## src/design/cbsu_pkg.sv

```systemverilog
// cbsu_pkg: shared types and constants for the cubic b-spline 5x upsampler
// holds the phase weight table, field widths and counter types
// no dependencies
`timescale 1ns / 1ps
`default_nettype none

package cbsu_pkg;

	localparam int SAMPLE_W = 8;
	localparam int LEVEL_W  = 18;
	localparam int WEIGHT_W = 9;
	localparam int PROD_W   = SAMPLE_W + WEIGHT_W;
	localparam int PHASES   = 5;
	localparam int TAPS     = 4;

	typedef logic [SAMPLE_W-1:0] sample_t;
	typedef logic [LEVEL_W-1:0]  level_t;
	typedef logic [WEIGHT_W-1:0] weight_t;
	typedef logic [PROD_W-1:0]   prod_t;
	typedef logic [2:0]          phase_t;
	typedef logic [1:0]          group_t;

	localparam phase_t PHASE_FIRST = 3'd0;
	localparam phase_t PHASE_LAST  = 3'd4;

	// groups still to come after the current one
	localparam group_t GROUPS_NONE      = 2'd0;
	localparam group_t GROUPS_FLUSH     = 2'd2;
	localparam group_t GROUPS_RUN_FLUSH = 2'd3;

	// largest possible weighted sum: 255 * 750
	localparam level_t LEVEL_MAX = 18'd191250;

	// b-spline weights times 750, taps oldest to newest, one row per phase
	localparam weight_t WEIGHTS [PHASES][TAPS] = '{
		'{9'd125, 9'd500, 9'd125, 9'd0},
		'{9'd64,  9'd473, 9'd212, 9'd1},
		'{9'd27,  9'd404, 9'd311, 9'd8},
		'{9'd8,   9'd311, 9'd404, 9'd27},
		'{9'd1,   9'd212, 9'd473, 9'd64}
	};

endpackage

`default_nettype wire

```

## src/design/cubic_bspline_upsample_by_five.sv

```systemverilog
// cubic_bspline_upsample_by_five: top level of the 5x cubic b-spline upsampler
// depends on cbsu_pkg for the weight table, widths and counter types
`timescale 1ns / 1ps
`default_nettype none

//  channel | direction | handshake            | payload
//  --------+-----------+----------------------+---------------------------------
//  input   | in        | in_valid / in_stall  | sample, block_end
//  result  | out       | out_valid / out_stall| level_sum, run_end, frame_end
//
// one result word leaves per cycle while the result side does not stall, one phase of the four-tap dot product each;
// a sample mid-block yields one group of five results, the last sample of a block four groups
// (three when it is also the first), the first sample of a longer block none;
// all come from the single shared weighting unit behind the window register
// arst_n clears the walk state (busy, phase, groups), the history and the result valid, not the window taps
// a stalled result holds in the output register and the phase walk holds with it;
// the next input word is taken in the cycle the current word's final result issues
module cubic_bspline_upsample_by_five (
	input  wire                   clk,
	input  wire                   arst_n,
	input  wire                   in_valid,
	output logic                  in_stall,
	input  wire cbsu_pkg::sample_t sample,
	input  wire                   block_end,
	output logic                  out_valid,
	input  wire                   out_stall,
	output cbsu_pkg::level_t      level_sum,
	output logic                  run_end,
	output logic                  frame_end
);
	import cbsu_pkg::*;

	// history of the block: hist0_q newest
	sample_t hist0_q;
	sample_t hist1_q;
	sample_t hist2_q;
	logic    in_block_q;

	// window register: four taps, oldest first, and the phase walk over them
	sample_t win_q [TAPS];
	logic    last_q;
	logic    busy_q;
	phase_t  phase_q;
	group_t  groups_q;

	// output register
	logic    out_valid_q;
	level_t  level_sum_q;
	logic    run_end_q;
	logic    frame_end_q;

	logic    adv;
	logic    issue;
	logic    final_res;
	logic    group_done;
	logic    accept;
	prod_t   prod [TAPS];
	level_t  acc;

	// output register can load when empty or being drained
	assign adv        = !out_valid_q || !out_stall;
	assign issue      = busy_q && adv;
	assign group_done = phase_q == PHASE_LAST;
	assign final_res  = group_done && (groups_q == GROUPS_NONE);

	// take a new word when idle or when the current word issues its final result
	assign in_stall = busy_q && !(issue && final_res);
	assign accept   = in_valid && !in_stall;

	// weighted sum for the current phase
	always_comb begin
		acc = '0;
		for (int t = 0; t < TAPS; t++) begin
			prod[t] = PROD_W'(win_q[t]) * PROD_W'(WEIGHTS[phase_q][t]);
			acc     = acc + LEVEL_W'(prod[t]);
		end
	end

	// control state
	always_ff @(posedge clk or negedge arst_n) begin
		if (!arst_n) begin
			hist0_q     <= '0;
			hist1_q     <= '0;
			hist2_q     <= '0;
			in_block_q  <= 1'b0;
			busy_q      <= 1'b0;
			phase_q     <= PHASE_FIRST;
			groups_q    <= GROUPS_NONE;
			out_valid_q <= 1'b0;
		end else begin
			if (adv) begin
				out_valid_q <= busy_q;
			end
			if (accept) begin
				// first word of a block refills the history with itself
				hist0_q    <= sample;
				hist1_q    <= in_block_q ? hist0_q : sample;
				hist2_q    <= in_block_q ? hist1_q : sample;
				in_block_q <= !block_end;
				busy_q     <= in_block_q || block_end;
				phase_q    <= PHASE_FIRST;
				if (in_block_q) begin
					groups_q <= block_end ? GROUPS_RUN_FLUSH : GROUPS_NONE;
				end else begin
					groups_q <= GROUPS_FLUSH;
				end
			end else if (issue) begin
				// a word is only taken alongside the final result, so it owns the walk
				if (group_done) begin
					phase_q <= PHASE_FIRST;
					if (groups_q != GROUPS_NONE) begin
						groups_q <= groups_q - 2'd1;
					end else begin
						busy_q <= 1'b0;
					end
				end else begin
					phase_q <= phase_q + 3'd1;
				end
			end
		end
	end

	// window and result payload
	always_ff @(posedge clk) begin
		if (accept) begin
			last_q <= block_end;
			if (in_block_q) begin
				win_q[0] <= hist2_q;
				win_q[1] <= hist1_q;
				win_q[2] <= hist0_q;
				win_q[3] <= sample;
			end else begin
				for (int t = 0; t < TAPS; t++) begin
					win_q[t] <= sample;
				end
			end
		end else if (issue && group_done && (groups_q != GROUPS_NONE)) begin
			// flush: slide one tap, clamping with the last sample
			for (int t = 0; t < TAPS - 1; t++) begin
				win_q[t] <= win_q[t+1];
			end
			win_q[TAPS-1] <= win_q[TAPS-1];
		end
		if (issue) begin
			level_sum_q <= acc;
			run_end_q   <= final_res;
			frame_end_q <= final_res && last_q;
		end
	end

	assign out_valid = out_valid_q;
	assign level_sum = level_sum_q;
	assign run_end   = run_end_q;
	assign frame_end = frame_end_q;

`ifndef SYNTHESIS
	// the block end always closes the word's run
	a_frame_implies_run: assert property (@(posedge clk) disable iff (!arst_n)
		out_valid |-> (!frame_end || run_end))
		else $error("frame_end without run_end");

	// phase walk stays within the five phases
	a_phase_range: assert property (@(posedge clk) disable iff (!arst_n)
		busy_q |-> (phase_q <= PHASE_LAST))
		else $error("phase out of range");

	// a block end leaves the history ready for a fresh block
	a_block_closed: assert property (@(posedge clk) disable iff (!arst_n)
		(in_valid && !in_stall && block_end) |=> !in_block_q)
		else $error("block not closed after block end");

	// weighted sum never exceeds full scale
	a_level_bound: assert property (@(posedge clk) disable iff (!arst_n)
		out_valid |-> (level_sum <= LEVEL_MAX))
		else $error("level sum above full scale");
`endif

endmodule

`default_nettype wire

```

## config.mk

```make
export PLATFORM = sky130hd
export DESIGN_NAME = cubic_bspline_upsample_by_five
export DESIGN_NICKNAME = d
export VERILOG_FILES = /design/src/design/cbsu_pkg.sv /design/src/design/cubic_bspline_upsample_by_five.sv
export SDC_FILE = /design/constraint.sdc
export NUM_CORES = 1
export LEC_CHECK = 0
export BUFFER_PORTS_ARGS = -buffer_cell sky130_fd_sc_hd__buf_2
export CAP_MARGIN = 20
export CORE_AREA = 2 2 179 181
export DETAILED_ROUTE_END_ITERATION = 16
export DIE_AREA = 0 0 181 183
export GPL_TIMING_DRIVEN = 0
export MAX_ROUTING_LAYER = met4
export PLACE_DENSITY = 0.61
export SLEW_MARGIN = 20
export SYNTH_ARGS = -nofsm -noshare
export SYNTH_HDL_FRONTEND = slang
export SYNTH_SLANG_ARGS = --single-unit
```

## constraint.sdc

```tcl
create_clock -name clk -period 8.9 [get_ports clk]
set_clock_uncertainty 0.2 [all_clocks]
set_input_delay 0.89 -clock clk [delete_from_list [all_inputs] [get_ports clk]]
set_output_delay 0.89 -clock clk [all_outputs]
set_load 0.005 [all_outputs]
```

==> impl_metrics.yaml, run 1 <==
layout:
  syn2layout_area_growth_pct: 8.188
  antenna_cells: 0
  final_nets: 1621
  drive_gt1_share_pct: 5.822
min_path:
  hold_depth: 2
  whs_endpoint: "hist2_q[3]"
  hold_class: "flip-flop to flip-flop"
  holdCritStartpoint: "hist2_q[3]"
logic_synthesis:
  ys_types: 47
  synthFlopType: "edfxtp_1"
  syn_avg_cell_area_um2: 9.837
  yosysSeqAreaShare_pct: 19.92
  synth.ff_latch_count: 85
  yosysMostFrequentCell: "inv_1"
  ys_warn_count: 0
  synthTopCellsByCount: "inv_1 (295), fa_1 (207), ha_1 (135)"
  synthTopCellsByArea: "fa_1 (35%), ha_1 (14%), edfxtp_1 (13%), inv_1 (9.2%), dfrtp_1 (6.7%)"
  synthArstFlopShare_pct: 37.65
  synth_area_leader_cell: "fa_1"
  syn-instance-count: 1221
  netlist_area_um2: 12010
  synth_edf_count: 53
  yosysTopAreaCellShare_pct: 34.50
  syn_nets: 1576
detailed_routing:
  drt_first_pass_iters: 5
  drcViolationCount: 0
  drt-initial-drc-count: 636
  via_count: 8293
  routedWlPerCell_um: 17.79
  detail_route.vias_per_cell: 4.957
  ant_nets: 0
  drt-total-wl_um: 29760
grt:
  antenna_found_initial: 0
  grtUsageTotal_pct: 19.56
  grt_pass1_vias: 8692
  grt_overflow: 0
  grt_first_pass_wirelength_um: 47750
  grt_max_degree: 33
sta:
  finalHoldViolations: 0
  finalSetupViolCount: 0
  min_period_over_period_pct: 95.77
  fin_crit_ns: 8.523
  timing.fmax_ghz: 0.1173
  maxSlewViolCount: 0
  rsz0062_at_grt: "no"
  tightest_slew_ns: 0.8608
  finalSetupTns_ns: 0
  maxSlewHeadroom_pct: 42.40
clocking:
  cts_tree: "built"
  clkSinkCount: 85
  clk_path_buf_depth: 2
  cts_max_level: 3
  cts_buffers: 9
  clk_latency_ns: 0.36
  cts.clk_slew.worst_paths_ns: 0.08
  root_buffer: "clkbuf_16"
  cts_setup_buffers: 0
worst_setup_path:
  r2r_slack_ns: 0.38
  r2r-end: "level_sum[17]"
  crit_path_start: "phase_q[2]"
  required_ns: 8.82
  crit_path_start_kind: "flip-flop"
  arrival_ns: 8.44
  critPathMaxFanout: 11
  critical_path.endpoint_type: "flip-flop"
  path_class: "flip-flop to flip-flop"
  reg2regPathDepth: 25
  timing.rr.start: "phase_q[2]"
job:
  cap_viol_max_count: 0
run_status:
  outcome: "complete, no violations"
floorplan:
  die_area_um2: 33120
  core_area_um2: 31230
  start_util_pct: 38.46
  die_x_um: 181
  core.rowCount: 65
  die_y_um: 183
  io_pins: 35
place:
  dp_hpwl_um: 24730
  gp_congestion: 0.9609
  portBuffers: 34
==> cells in the final DEF, fill, tap and decap left out, types with 4 or more instances in the layout <==
master,instances
inv_1,294
fa_1,207
ha_1,135
nand2_1,131
and2_1,70
edfxtp_1,53
o21ai_0,47
buf_2,42
nor2_1,36
a21oi_1,34
dfrtp_1,32
and3_1,23
nor2b_1,23
clkbuf_1,21
nand3_1,13
xnor2_1,11
nand2b_1,9
clkbuf_16,9
nor3_1,8
mux2i_1,7
a21o_1,5
a31oi_1,5
o211ai_1,4
xor2_1,4
a221o_1,4
==> critical path, cell delays in order, from the launching register on <==
cell and delay [ns]:
dfrtp_1 0.38, buf_6 0.15, inv_1 0.07, clkbuf_1 0.42
clkbuf_2 0.42, ha_1 0.44, clkbuf_1 0.46, nand2_1 0.15
fa_1 0.50, fa_1 0.49, inv_1 0.05, fa_1 0.52
fa_1 0.47, fa_1 0.53, fa_1 0.43, fa_1 0.49
inv_1 0.05, fa_1 0.48, inv_1 0.04, ha_1 0.34
o21a_1 0.14, o31a_1 0.20, nor2_1 0.09, o211ai_1 0.49
nand3_1 0.14, o311a_1 0.13
==> cell families after synthesis <==
logic type | Yosys count | share of synthesized area (%)
adder cells (fa/ha/maj) | 342 | 48.56
buffers and inverters | 331 | 10.61
AND/OR/NAND/NOR | 323 | 13.31
AO/OA/AOI/OAI | 118 | 5.917
flip-flops | 85 | 19.92
XOR/XNOR | 15 | 1.094
multiplexers | 7 | 0.5834
==> repair_timing <==
action / 4_1_cts / 5_1_grt
hold buffers: 0 / 0
resized for setup: 0 / 5
setup endpoints to repair: 0 / 7
==> cell type report <==
class | count | area (um2)
clock buffers | 9 | 225.2
multi-input cells | 805 | 8354
plain buffers | 35 | 165.2
well taps | 402 | 503.0
inverters | 296 | 1111
flip-flops and latches | 85 | 2392
repair buffers | 34 | 170.2
clock inverters | 7 | 73.82
fillers | 3096 | 18240
==> sequential cells by signal (all words and copies together), names as in the netlist <==
register and count:
hist2_q 8, phase_q 3, hist1_q 8, run_end 1
frame_end 1, hist0_q 8, groups_q 2, last_q 1
in_block_q 1, win_q 32, level_sum 18, busy_q 1
out_valid 1
==> worst max path at each step <==
stage | end | slack (ns) | depth (start not counted)
floorplan | level_sum[17] | 1.66 | 24
global placement | level_sum[16] | 0.17 | 27
detailed placement | level_sum[16] | 0.12 | 27
CTS | level_sum[16] | 0.11 | 27
global route | level_sum[16] | 0.05 | 26
finish | level_sum[17] | 0.38 | 25
==> metal layers <==
metal  vias up  GRT usage (%)  wire, um
li1       3850              -         -
met1      4121          25.82     12760
met2       275          30.60     14180
met3        47          3.118      1773
met4         0          7.350      1039
met5         -              -         0
==> through the flow <==
step           cells  util, %  hold WS (ns)  instance area [um2]  setup WS, ns
4_1_cts         1673    41.57        0.2904                12980        0.1145
6_report        1673    41.61        0.2882                13000        0.3767
3_5_place_dp    1657    40.62        0.2753                12680        0.1189
2_1_floorplan   1221        -        0.2496                12010         1.657
3_3_place_gp    1657    40.62        0.2701                12680        0.1665
5_1_grt         1673    41.61        0.3217                13000       0.04921
Power of run 1 is left out: the tool's default activity adds up to more than one toggle a clock period on the data nets, which glitch-free logic cannot reach.
==> inputs of run 2 (changes only) <==
- GPL_TIMING_DRIVEN: 0 -> not set
- HOLD_SLACK_MARGIN: not set -> 0.06
==> impl_metrics.yaml, run 2 (synthesized netlist as in run 1, its figures left out) <==
sta:
  finalHoldViolations: 0
  maxSlewViolCount: 0
  worst_slack_ns: 0.9183
  maxSlewHeadroom_pct: 33.38
  rsz0062_at_grt: "no"
  finalSetupTns_ns: 0
  tightest_slew_ns: 0.9994
  timing.fmax_ghz: 0.1253
  fin_crit_ns: 7.982
  finalSetupViolCount: 0
  min_period_over_period_pct: 89.68
layout:
  drive_gt1_share_pct: 5.238
  syn2layout_area_growth_pct: 7.073
  stdcell_count: 1643
  largest_reg_flops: 32
  antenna_cells: 0
  fillers: 3093
  final_nets: 1591
  reg_top3: "win_q x32, level_sum x18"
  final_cell_mix: "inv_1 (295), fa_1 (207), ha_1 (135)"
  final_common_cell: "inv_1"
  largest-register: "win_q"
grt:
  grt_overflow: 0
  grtUsageTotal_pct: 18.60
  grt_max_degree: 51
  antenna_found_initial: 0
  grt_first_pass_wirelength_um: 46170
  grt_pass1_vias: 8456
floorplan:
  die_y_um: 183
  start_util_pct: 38.46
  core_area_um2: 31230
  die_x_um: 181
  die_area_um2: 33120
  io_pins: 35
  core.rowCount: 65
clocking:
  cts_setup_buffers: 0
  ctsResizeCount: 0
  cts_tree: "built"
  cts_hold_buf: 0
  clk_latency_ns: 0.36
  clkSinkCount: 85
  cts.clk_slew.worst_paths_ns: 0.09
  root_buffer: "clkbuf_16"
  cts_buffers: 9
  clk_path_buf_depth: 2
  cts_max_level: 3
detailed_routing:
  drt-total-wl_um: 28110
  via_count: 8177
  detail_route.vias_per_cell: 4.977
  drt_first_pass_iters: 5
  drt-initial-drc-count: 602
  routedWlPerCell_um: 17.11
  drcViolationCount: 0
  ant_nets: 0
place:
  portBuffers: 34
  dp_slack_ns: 0.9471
  dp_hpwl_um: 23180
  gp_congestion: 0.9335
  place_inst: 1627
worst_setup_path:
  critPathMaxFanout: 14
  cp_common_cell: "fa_1"
  path_cells: "inv_1 > ha_1 > nor2b_1 > and2_1 > fa_1 > fa_1 > fa_1 > inv_1 > fa_1 > inv_1 > fa_1 > fa_1 > fa_1 > inv_1 > fa_1 > inv_1 > ha_1 > o21a_1 > o31a_1 > nor2_1 > o211ai_1 > nand3_1 > o311a_1"
  required_ns: 8.83
  crit_path_max_incr_delay_ns: 0.54
  crit_path_start_kind: "flip-flop"
  critical_path.endpoint_type: "flip-flop"
  critPathSlowestCell: "fa_1"
  arrival_ns: 7.91
  path_class: "flip-flop to flip-flop"
job:
  cap_viol_max_count: 0
run_status:
  outcome: "complete, no violations"
min_path:
  hold_class: "flip-flop to flip-flop"
run 2: per-stage QoR:
step	utilization [%]	cell area, um2	hold WS, ns
after floorplan	-	12010	0.2496
after global placement	40.21	12560	0.2651
after detailed placement	40.21	12560	0.2757
after CTS	41.17	12860	0.2934
after global routing	41.18	12860	0.3214
final	41.18	12860	0.2902
run 2: worst max-delay path, delay by kind of cell, from the launching register on:
family,cells,cell delay [ns]
AND/OR/NAND/NOR,4,1.04
flip-flops,1,0.38
adder cells (fa/ha/maj),10,4.66
buffers and inverters,5,0.58
AO/OA/AOI/OAI,4,0.91
run 2: final timing paths:
check | startpoint | end | slack [ns] | cells past startpoint
worst min register to register | hist2_q[3] | hist2_q[3] | 0.29 | 2
min in group asynchronous | arst_n | phase_q[2] | 0.41 | 1
worst max-delay path | phase_q[0] | level_sum[17] | 0.92 | 23
max in group asynchronous | arst_n | hist2_q[4] | 7.60 | 1
worst min-delay path | hist2_q[3] | hist2_q[3] | 0.29 | 2
worst max register to register | phase_q[0] | level_sum[17] | 0.92 | 23
run 2: metal layers:
metal | track usage (%) | wire (um) | vias to the layer above
met3 | 2.065 | 1188 | 37
met5 | - | 0 | -
li1 | - | - | 3789
met4 | 5.561 | 818 | 0
met1 | 24.34 | 12090 | 4148
met2 | 30.72 | 14020 | 203
run 2: cell type report:
| class | count | area, um2 | area share (%) |
|---|---|---|---|
| multi-input combinational | 805 | 8348 | 64.91 |
| sequential | 85 | 2392 | 18.60 |
| inverter | 296 | 1111 | 8.639 |
| tap | 402 | 503.0 | 3.911 |
| clock buffer | 9 | 225.2 | 1.751 |
| timing repair buffer | 39 | 207.7 | 1.615 |
| clock inverter | 7 | 73.82 | 0.5740 |
Power of run 2 is left out for the same reason.
